`config.mk`:
```
export PLATFORM = sky130hd
export DESIGN_NAME = i2c_master_transaction_fsm_flat
export DESIGN_NICKNAME = d
export VERILOG_FILES = /design/src/hdl/i2cm_pkg.sv /design/src/hdl/i2cm_req_if.sv /design/src/hdl/i2cm_ram.sv /design/src/hdl/i2c_master_transaction_fsm.sv /design/src/flat_wrapper.sv
export SDC_FILE = /design/constraint.sdc
export NUM_CORES = 1
export LEC_CHECK = 0
export BUFFER_PORTS_ARGS = -buffer_cell sky130_fd_sc_hd__buf_2
export CORE_ASPECT_RATIO = 0.5
export CORE_MARGIN = 2
export CORE_UTILIZATION = 39
export DETAILED_ROUTE_END_ITERATION = 12
export HOLD_SLACK_MARGIN = 0.06
export PLACE_DENSITY = 0.65
export SLEW_MARGIN = 5
export SYNTH_ARGS = -nofsm -noshare
export SYNTH_HDL_FRONTEND = slang
export SYNTH_SLANG_ARGS = --single-unit
```
`constraint.sdc`:
```
create_clock -name clock -period 3.45 [get_ports clock]
set_input_delay 0.5175 -clock clock [delete_from_list [all_inputs] [get_ports clock]]
set_output_delay 0.5175 -clock clock [all_outputs]
set_load 0.005 [all_outputs]
```
`src/hdl/i2cm_pkg.sv`:
```
`default_nettype none
// ----------------------------------------------------------------------------
// i2cm_pkg
// Shared types and constants for the i2c master transaction sequencer.
// ----------------------------------------------------------------------------
package i2cm_pkg;

   // field widths
   localparam int LEN_W        = 5;
   localparam int ADDR7_W      = 7;
   localparam int BYTE_W       = 8;
   localparam int RX_INDEX_W   = 4;
   localparam int DEFAULT_MAX_BYTES = 16;

   // item operations
   typedef enum logic [1:0] {
      OP_LOAD     = 2'd0,
      OP_START_RD = 2'd1,
      OP_START_WR = 2'd2,
      OP_EVENT    = 2'd3
   } op_type;

   // bus commands
   typedef enum logic [2:0] {
      CMD_NONE  = 3'd0,
      CMD_START = 3'd1,
      CMD_CONT  = 3'd2,
      CMD_ACK   = 3'd3,
      CMD_NACK  = 3'd4,
      CMD_STOP  = 3'd5
   } cmd_type;

   // bus status codes, already masked
   localparam logic [7:0] STATUS_MASK   = 8'hF8;
   localparam logic [7:0] ST_START      = 8'h08;
   localparam logic [7:0] ST_REP_START  = 8'h10;
   localparam logic [7:0] ST_SLA_W_ACK  = 8'h18;
   localparam logic [7:0] ST_SLA_W_NACK = 8'h20;
   localparam logic [7:0] ST_DAT_W_ACK  = 8'h28;
   localparam logic [7:0] ST_DAT_W_NACK = 8'h30;
   localparam logic [7:0] ST_ARB_LOST   = 8'h38;
   localparam logic [7:0] ST_SLA_R_ACK  = 8'h40;
   localparam logic [7:0] ST_SLA_R_NACK = 8'h48;
   localparam logic [7:0] ST_DAT_R_ACK  = 8'h50;
   localparam logic [7:0] ST_DAT_R_NACK = 8'h58;

   // one result transaction
   typedef struct packed {
      cmd_type                 command;
      logic [BYTE_W-1:0]       tx_byte;
      logic                    rx_valid;
      logic [BYTE_W-1:0]       rx_byte;
      logic [RX_INDEX_W-1:0]   rx_index;
      logic                    done_res;
      logic                    failed;
   } rsp_type;

endpackage : i2cm_pkg
`default_nettype wire

```
`src/hdl/i2cm_req_if.sv`:
```
`default_nettype none
// ----------------------------------------------------------------------------
// i2cm_req_if
// Request channel: buffer loads, transaction starts and bus status events.
// ----------------------------------------------------------------------------
interface i2cm_req_if;
   logic                             valid;
   logic                             ready;
   logic [1:0]                       operation;
   logic [i2cm_pkg::ADDR7_W-1:0]     slave_address;
   logic [i2cm_pkg::LEN_W-1:0]       length;
   logic [7:0]                       status_code;
   logic [i2cm_pkg::BYTE_W-1:0]      bus_rx_byte;
   logic [i2cm_pkg::BYTE_W-1:0]      write_byte;

   modport source (
      output valid, operation, slave_address, length, status_code, bus_rx_byte,
             write_byte,
      input  ready
   );
   modport sink (
      input  valid, operation, slave_address, length, status_code, bus_rx_byte,
             write_byte,
      output ready
   );
endinterface : i2cm_req_if

// ----------------------------------------------------------------------------
// i2cm_rsp_if
// Response channel: bus command, read data and completion flags.
// ----------------------------------------------------------------------------
interface i2cm_rsp_if;
   logic                             valid;
   logic                             ready;
   logic [2:0]                       command;
   logic [i2cm_pkg::BYTE_W-1:0]      tx_byte;
   logic                             rx_valid;
   logic [i2cm_pkg::BYTE_W-1:0]      rx_byte;
   logic [i2cm_pkg::RX_INDEX_W-1:0]  rx_index;
   logic                             done_res;
   logic                             failed;

   modport source (
      output valid, command, tx_byte, rx_valid, rx_byte, rx_index, done_res, failed,
      input  ready
   );
   modport sink (
      input  valid, command, tx_byte, rx_valid, rx_byte, rx_index, done_res, failed,
      output ready
   );
endinterface : i2cm_rsp_if
`default_nettype wire

```
`src/hdl/i2cm_ram.sv`:
```
`default_nettype none
// ----------------------------------------------------------------------------
// i2cm_ram
// Generic single-write, single-read RAM with registered read data.
// ----------------------------------------------------------------------------
module i2cm_ram #(
   parameter int WIDTH  = 8,
   parameter int DEPTH  = 16,
   parameter int ADDR_W = (DEPTH > 1) ? $clog2(DEPTH) : 1
) (
   input  wire logic              clock,
   input  wire logic              wr_en,
   input  wire logic [ADDR_W-1:0] wr_addr,
   input  wire logic [WIDTH-1:0]  wr_data,
   input  wire logic              rd_en,
   input  wire logic [ADDR_W-1:0] rd_addr,
   output logic      [WIDTH-1:0]  rd_data
);

   logic [WIDTH-1:0] mem_ff [DEPTH];

   // write port
   always_ff @(posedge clock) begin
      if (wr_en) begin
         mem_ff[wr_addr] <= wr_data;
      end
   end

   // registered read port, holds when not enabled
   always_ff @(posedge clock) begin
      if (rd_en) begin
         rd_data <= mem_ff[rd_addr];
      end
   end

endmodule : i2cm_ram
`default_nettype wire

```
`src/hdl/i2c_master_transaction_fsm.sv`:
```
`default_nettype none
// ----------------------------------------------------------------------------
// i2c_master_transaction_fsm
// Status-driven i2c master sequencer: write buffer, start, bus events.
//
//   channel   dir   carries
//   req_chan  in    load / start read / start write / bus status event
//   rsp_chan  out   command, tx byte, read byte and index, done, failed
//
// One transaction is accepted per cycle unless the response stalls; the
// response passes the middle stage (accept, buffer read) and then the output
// register. The write buffer RAM read is registered; scalar state updates at
// accept. Reset is synchronous and clears busy and the pipeline; buffer is
// undefined. A stalled response holds the middle stage, then the request side.
// ----------------------------------------------------------------------------
module i2c_master_transaction_fsm #(
   parameter int MAX_BYTES = i2cm_pkg::DEFAULT_MAX_BYTES
) (
   input  wire logic   clock,
   input  wire logic   reset,
   i2cm_req_if.sink    req_chan,
   i2cm_rsp_if.source  rsp_chan
);
   import i2cm_pkg::*;

   localparam int ADDR_W = (MAX_BYTES > 1) ? $clog2(MAX_BYTES) : 1;
   localparam int CNT_W  = ($clog2(MAX_BYTES + 1) > LEN_W) ? $clog2(MAX_BYTES + 1)
                                                           : LEN_W;

   // scalar state
   logic [BYTE_W-1:0] address_byte_ff, address_byte_in;
   logic [LEN_W-1:0]  total_length_ff, total_length_in;
   logic [LEN_W-1:0]  byte_index_ff,   byte_index_in;
   logic              busy_ff,         busy_in;

   // pipeline
   logic    s1_valid_ff, s1_valid_in;
   rsp_type s1_rsp_ff,   s1_rsp_in;
   logic    s1_use_ram_ff, s1_use_ram_in;
   logic    out_valid_ff, out_valid_in;
   rsp_type out_rsp_ff,   out_rsp_in;

   // handshake
   logic req_fire;
   logic out_free;
   logic s1_free;

   // buffer access
   logic              ram_wr_en;
   logic [ADDR_W-1:0] ram_wr_addr;
   logic              ram_rd_en;
   logic [ADDR_W-1:0] ram_rd_addr;
   logic [BYTE_W-1:0] ram_rd_data;

   // decode helpers
   op_type            op;
   logic [7:0]        code;
   logic [CNT_W-1:0]  len_ext;
   logic [CNT_W-1:0]  idx_ext;
   logic [LEN_W-1:0]  sat_len;
   logic [LEN_W:0]    ack_idx;
   logic              idx_below;

   assign out_free = !out_valid_ff || rsp_chan.ready;
   assign s1_free  = !s1_valid_ff || out_free;
   assign req_chan.ready = s1_free;
   assign req_fire = req_chan.valid && s1_free;

   assign op      = op_type'(req_chan.operation);
   assign code    = req_chan.status_code & STATUS_MASK;
   assign len_ext = CNT_W'(req_chan.length);
   assign idx_ext = CNT_W'(byte_index_ff);
   assign idx_below = byte_index_ff < total_length_ff;
   assign sat_len = (len_ext > CNT_W'(MAX_BYTES)) ? LEN_W'(MAX_BYTES) : req_chan.length;

   // buffer write on load, read at the current byte index on every accept
   assign ram_wr_en   = req_fire && (op == OP_LOAD) && (len_ext < CNT_W'(MAX_BYTES));
   assign ram_wr_addr = len_ext[ADDR_W-1:0];
   assign ram_rd_en   = req_fire;
   assign ram_rd_addr = idx_ext[ADDR_W-1:0];

   i2cm_ram #(
      .WIDTH (BYTE_W),
      .DEPTH (MAX_BYTES)
   ) u_wbuf (
      .clock   (clock),
      .wr_en   (ram_wr_en),
      .wr_addr (ram_wr_addr),
      .wr_data (req_chan.write_byte),
      .rd_en   (ram_rd_en),
      .rd_addr (ram_rd_addr),
      .rd_data (ram_rd_data)
   );

   // transaction step: next state and response
   always_comb begin
      address_byte_in = address_byte_ff;
      total_length_in = total_length_ff;
      byte_index_in   = byte_index_ff;
      busy_in         = busy_ff;
      s1_rsp_in       = '0;
      s1_use_ram_in   = 1'b0;
      ack_idx         = {1'b0, byte_index_ff} + 1'b1;

      case (op)
         OP_LOAD: begin
         end
         OP_START_RD, OP_START_WR: begin
            address_byte_in = {req_chan.slave_address, (op == OP_START_RD)};
            total_length_in = ((op == OP_START_RD) && (sat_len == '0)) ? LEN_W'(1)
                                                                       : sat_len;
            byte_index_in   = '0;
            busy_in         = 1'b1;
            s1_rsp_in.command = CMD_START;
         end
         OP_EVENT: begin
            if (busy_ff) begin
               case (code)
                  ST_START, ST_REP_START: begin
                     s1_rsp_in.command = CMD_CONT;
                     s1_rsp_in.tx_byte = address_byte_ff;
                  end
                  ST_ARB_LOST: begin
                     s1_rsp_in.done_res = 1'b1;
                     s1_rsp_in.failed   = 1'b1;
                     busy_in            = 1'b0;
                  end
                  ST_SLA_W_ACK, ST_DAT_W_ACK: begin
                     if (idx_below && (idx_ext < CNT_W'(MAX_BYTES))) begin
                        s1_rsp_in.command = CMD_CONT;
                        s1_use_ram_in     = 1'b1;
                        byte_index_in     = byte_index_ff + 1'b1;
                     end else begin
                        s1_rsp_in.command  = CMD_STOP;
                        s1_rsp_in.done_res = 1'b1;
                        busy_in            = 1'b0;
                     end
                  end
                  ST_SLA_W_NACK, ST_DAT_W_NACK, ST_SLA_R_NACK: begin
                     s1_rsp_in.command  = CMD_STOP;
                     s1_rsp_in.done_res = 1'b1;
                     s1_rsp_in.failed   = 1'b1;
                     busy_in            = 1'b0;
                  end
                  ST_SLA_R_ACK: begin
                     s1_rsp_in.command = (ack_idx < {1'b0, total_length_ff}) ? CMD_ACK
                                                                             : CMD_NACK;
                  end
                  ST_DAT_R_ACK: begin
                     // index after taking the byte decides ack or nack
                     if (idx_below) begin
                        s1_rsp_in.rx_valid = 1'b1;
                        s1_rsp_in.rx_byte  = req_chan.bus_rx_byte;
                        s1_rsp_in.rx_index = byte_index_ff[RX_INDEX_W-1:0];
                        byte_index_in      = byte_index_ff + 1'b1;
                        ack_idx            = {1'b0, byte_index_ff} + (LEN_W + 1)'(2);
                     end
                     s1_rsp_in.command = (ack_idx < {1'b0, total_length_ff}) ? CMD_ACK
                                                                             : CMD_NACK;
                  end
                  ST_DAT_R_NACK: begin
                     if (idx_below) begin
                        s1_rsp_in.rx_valid = 1'b1;
                        s1_rsp_in.rx_byte  = req_chan.bus_rx_byte;
                        s1_rsp_in.rx_index = byte_index_ff[RX_INDEX_W-1:0];
                        byte_index_in      = byte_index_ff + 1'b1;
                     end
                     s1_rsp_in.command  = CMD_STOP;
                     s1_rsp_in.done_res = 1'b1;
                     busy_in            = 1'b0;
                  end
                  default: begin
                  end
               endcase
            end
         end
         default: begin
         end
      endcase
   end

   // pipeline control
   always_comb begin
      s1_valid_in  = s1_valid_ff;
      out_valid_in = out_valid_ff;
      out_rsp_in   = s1_rsp_ff;
      if (s1_use_ram_ff) begin
         out_rsp_in.tx_byte = ram_rd_data;
      end
      if (out_free) begin
         out_valid_in = s1_valid_ff;
         s1_valid_in  = 1'b0;
      end
      if (req_fire) begin
         s1_valid_in = 1'b1;
      end
   end

   // control registers
   always_ff @(posedge clock) begin
      if (reset) begin
         address_byte_ff <= '0;
         total_length_ff <= '0;
         byte_index_ff   <= '0;
         busy_ff         <= 1'b0;
         s1_valid_ff     <= 1'b0;
         out_valid_ff    <= 1'b0;
      end else begin
         if (req_fire) begin
            address_byte_ff <= address_byte_in;
            total_length_ff <= total_length_in;
            byte_index_ff   <= byte_index_in;
            busy_ff         <= busy_in;
         end
         s1_valid_ff  <= s1_valid_in;
         out_valid_ff <= out_valid_in;
      end
   end

   // payload registers
   always_ff @(posedge clock) begin
      if (req_fire) begin
         s1_rsp_ff     <= s1_rsp_in;
         s1_use_ram_ff <= s1_use_ram_in;
      end
      if (out_free && s1_valid_ff) begin
         out_rsp_ff <= out_rsp_in;
      end
   end

   // response port
   assign rsp_chan.valid    = out_valid_ff;
   assign rsp_chan.command  = out_rsp_ff.command;
   assign rsp_chan.tx_byte  = out_rsp_ff.tx_byte;
   assign rsp_chan.rx_valid = out_rsp_ff.rx_valid;
   assign rsp_chan.rx_byte  = out_rsp_ff.rx_byte;
   assign rsp_chan.rx_index = out_rsp_ff.rx_index;
   assign rsp_chan.done_res = out_rsp_ff.done_res;
   assign rsp_chan.failed   = out_rsp_ff.failed;

endmodule : i2c_master_transaction_fsm
`default_nettype wire

```
`src/flat_wrapper.sv`:
```
// flat-port wrapper written by rule: the top's interface ports become plain ports
module i2c_master_transaction_fsm_flat import i2cm_pkg::*;
#(
   parameter int MAX_BYTES = i2cm_pkg::DEFAULT_MAX_BYTES
)
  (clock, reset, req_chan_valid, req_chan_operation, req_chan_slave_address, req_chan_length, req_chan_status_code, req_chan_bus_rx_byte, req_chan_write_byte, req_chan_ready, rsp_chan_valid, rsp_chan_command, rsp_chan_tx_byte, rsp_chan_rx_valid, rsp_chan_rx_byte, rsp_chan_rx_index, rsp_chan_done_res, rsp_chan_failed, rsp_chan_ready);
  i2cm_req_if req_chan_i ();
  i2cm_rsp_if rsp_chan_i ();
  input  wire logic clock;
  input  wire logic reset;
  input wire logic [$bits(req_chan_i.valid)-1:0] req_chan_valid;
  input wire logic [$bits(req_chan_i.operation)-1:0] req_chan_operation;
  input wire logic [$bits(req_chan_i.slave_address)-1:0] req_chan_slave_address;
  input wire logic [$bits(req_chan_i.length)-1:0] req_chan_length;
  input wire logic [$bits(req_chan_i.status_code)-1:0] req_chan_status_code;
  input wire logic [$bits(req_chan_i.bus_rx_byte)-1:0] req_chan_bus_rx_byte;
  input wire logic [$bits(req_chan_i.write_byte)-1:0] req_chan_write_byte;
  output wire logic [$bits(req_chan_i.ready)-1:0] req_chan_ready;
  output wire logic [$bits(rsp_chan_i.valid)-1:0] rsp_chan_valid;
  output wire logic [$bits(rsp_chan_i.command)-1:0] rsp_chan_command;
  output wire logic [$bits(rsp_chan_i.tx_byte)-1:0] rsp_chan_tx_byte;
  output wire logic [$bits(rsp_chan_i.rx_valid)-1:0] rsp_chan_rx_valid;
  output wire logic [$bits(rsp_chan_i.rx_byte)-1:0] rsp_chan_rx_byte;
  output wire logic [$bits(rsp_chan_i.rx_index)-1:0] rsp_chan_rx_index;
  output wire logic [$bits(rsp_chan_i.done_res)-1:0] rsp_chan_done_res;
  output wire logic [$bits(rsp_chan_i.failed)-1:0] rsp_chan_failed;
  input wire logic [$bits(rsp_chan_i.ready)-1:0] rsp_chan_ready;
  assign req_chan_i.valid = req_chan_valid;
  assign req_chan_i.operation = req_chan_operation;
  assign req_chan_i.slave_address = req_chan_slave_address;
  assign req_chan_i.length = req_chan_length;
  assign req_chan_i.status_code = req_chan_status_code;
  assign req_chan_i.bus_rx_byte = req_chan_bus_rx_byte;
  assign req_chan_i.write_byte = req_chan_write_byte;
  assign req_chan_ready = req_chan_i.ready;
  assign rsp_chan_valid = rsp_chan_i.valid;
  assign rsp_chan_command = rsp_chan_i.command;
  assign rsp_chan_tx_byte = rsp_chan_i.tx_byte;
  assign rsp_chan_rx_valid = rsp_chan_i.rx_valid;
  assign rsp_chan_rx_byte = rsp_chan_i.rx_byte;
  assign rsp_chan_rx_index = rsp_chan_i.rx_index;
  assign rsp_chan_done_res = rsp_chan_i.done_res;
  assign rsp_chan_failed = rsp_chan_i.failed;
  assign rsp_chan_i.ready = rsp_chan_ready;
  i2c_master_transaction_fsm #(.MAX_BYTES(MAX_BYTES)) u_core (.clock(clock), .reset(reset), .req_chan(req_chan_i), .rsp_chan(rsp_chan_i));
endmodule
```
==> metrics <==
outcome finished, final reports clean; setup TNS 0 ps; Slowest cell on crit path a31o_1; worst-margin pin slew 745 ps; Core Footprint 21,700 µm²; area grow syn2layout 16.0%; area leader, netlist edfxtp_1; TritonCTS clock tree built; Synth Instances 509; Max Slew Vio Count 0; final worst setup slack 496 ps; area of the multi-input gates 2350 µm²; Die H 109 µm; first-pass iteration count of the detailed router 5; post-synthesis sequential area ratio 70.7%; clock slew seen by the registers of the worst setup and hold paths 60 ps; minimum clock period 2950 ps; DIE AREA 23,400 µm²; Slew HR 50.1%; H-tree depth 1; Critical Path Fanout Max 11; synth top area cells edfxtp_1, mux4_2, dfxtp_1; CP endpoint kind flip-flop; Horiz. Die Dim 214 µm; vias in the first global route 4,308; crit share post-route 85.6%; Synth top area share 65.9%; io pins 70; DP Area 9290 µm²; pwr dens 534 nW/µm²; gpl congestion 0.788; sequential cell area 6100 µm²; WHS 266 ps; gr usage total 13.3%; Clock Sinks 210; crit-path cells inv_1 -> ha_1 -> nand2_1 -> o21ai_1 -> a31o_1 -> nand2_1 -> nand2_1 -> nand3_1 -> xnor2_1 -> ha_1 -> o2111ai_1 -> a31oi_1 -> o31a_1 -> a311oi_2; share of post-route cells with drive strength above 1 28.7%; hold buffers post-CTS 0; cts bufs inserted 20; fraction of registers with async set/reset 0%; Final Setup Violations 0; Hold Vio Cnt, Final 0; worst-case clock skew 29.9 ps; Req. time, crit path 3760 ps; most used cell, CP nand2_1; Port Buffers 66; Nets 645; startpoint class of the critical path flip-flop; clk_lat worst skew 510 ps; CTS Buffer Depth 3; total detailed-routing wirelength 15,600 µm; Routed wire per std cell 17.3 µm; Synth Area per Inst 16.9 µm²; DRT iter0 DRCs 313; antenna-violating nets left 0; main flop type after synthesis edfxtp_1; most frequent cells in the layout edfxtp_1, buf_2, nand2_1; CTS Root Cell clkbuf_16; maximum clock frequency 339 MHz; unrepaired setup endpoints after global routing false; final non-filler cell total 900; Crit path largest cell delay 410 ps; critical path class reg -> reg; Worst VDD drop 0.308 mV; Post-Syn Nets 569; Tightest Hold Check Type in -> reg; EDFF count, synth 189; num rows 38; FILL cells 1,868; flops & latches, synth 210; Placed Cells 863; post-CTS sizing 0; post-CTS setup buffers 0; commonest non-fill, non-tap cell in the layout edfxtp_1; grt total ovfl 0; Mapped Area 8620 µm²; Yosys cell types 50; Vias/cell 4.92; largest net degree at the start of global routing 39; CP arrival 3260 ps; first-pass GRT wire length 23,900 µm; final instance area 9990 µm²; Starting Density 39.7%; max_cap viols 0; initial antenna violation count 1; Placement Setup Slack 515 ps; vias 4,428; DP HPWL 10,800 µm; Syn. warnings 0; P_leak 3.40 nW; # DRC 0
-- sequential cells by signal (all words and copies together) (netlist names) --
name,flops
u_core.u_wbuf.mem_ff,128
u_core.out_rsp_in,18
u_core.address_byte_ff,8
u_core.rsp_chan.rx_byte,8
u_core.rsp_chan.tx_byte,8
u_core.s1_rsp_ff,8
u_core.u_wbuf.rd_data,8
u_core.byte_index_ff,5
u_core.total_length_ff,5
u_core.rsp_chan.rx_index,4
u_core.rsp_chan.command,3
u_core.busy_ff,1
u_core.rsp_chan.done_res,1
u_core.rsp_chan.failed,1
u_core.rsp_chan.rx_valid,1
u_core.rsp_chan.valid,1
u_core.s1_use_ram_ff,1
u_core.s1_valid_ff,1
-- final cells by class --
class                           count  area share [%]
Clock buffer                       24            5.16
Inverter                           12           0.463
Sequential cell                   210            61.0
Antenna cell                        1          0.0250
Timing Repair Buffer               78            4.21
Tap cell                          300            3.76
Clock inverter                     12            1.84
Multi-Input combinational cell    263            23.5
-- final timing paths --
| check | from | endpoint | slack (ps) | cells past startpoint |
|---|---|---|---|---|
| min reg2reg | u_core.out_rsp_in[0] | u_core.rsp_chan.failed | 420 | 0 |
| max | u_core.total_length_ff[2] | u_core.out_rsp_in[24] | 500 | 14 |
| min | req_chan_slave_address[3] | u_core.address_byte_ff[4] | 270 | 3 |
| max reg2reg | u_core.total_length_ff[2] | u_core.out_rsp_in[24] | 500 | 14 |
-- synth_stat cells, types with 3 or more instances --
library cell,n
buf_6,3
a21o_1,7
edfxtp_1,189
a21oi_1,21
clkbuf_1,12
xnor2_1,5
inv_1,11
ha_1,18
nand3_1,4
nor2b_1,6
a31oi_1,6
and2_1,21
dfxtp_1,21
nor3b_1,4
buf_2,5
nor3_1,9
o2111ai_1,3
nand3b_1,4
mux4_2,40
nor2_1,27
o21ai_0,3
nand2_1,42
nand2b_1,5
mux2_2,8
-- cell families after synthesis --
family,share of synthesized area (%)
simple gates,8.10
flops,70.7
buf+inv,2.00
mux,11.7
fa+ha+maj,2.61
xor+xnor,0.697
compound gates,4.17
-- worst max-delay path: cells and delay by family, from the launching register on --
kind                       cells  cell delay (ps)
buffers and inverters          1               90
AOI/OAI and AO/OA              6             1280
DFF                            1              330
and+or+nand+nor                4              300
adders and majority gates      2              590
xor gates and xnor gates       1              150
-- metrics by stage --
stage | util (%) | total power [mW]
after floorplan | - | 3.00
after global placement | 42.8 | 3.08
after detailed placement | 42.8 | 3.09
after CTS | 46.1 | 5.40
after global routing | 46.1 | 5.52
final | 46.1 | 5.34
-- report_power, final --
group | switching (mW) | total, mW | internal, mW | leakage (nW)
clock | 0.922 | 2.30 | 1.38 | 0.325
combinational | 0.129 | 0.204 | 0.0748 | 1.15
sequential | 0.0140 | 2.83 | 2.81 | 1.93
-- per-layer routing --
| layer | track usage (%) | routed length (µm) | vias to the layer above | part of all wire, % |
|---|---|---|---|---|
| met4 | 3.32 | 276 | 0 | 1.8 |
| met5 | 0 | 0 | - | 0 |
| met2 | 22.9 | 7500 | 92 | 48 |
| met3 | 2.51 | 751 | 21 | 4.8 |
| li1 | - | - | 2126 | - |
| met1 | 17.8 | 7080 | 2189 | 45 |
Power figures use the tool's default switching activity.
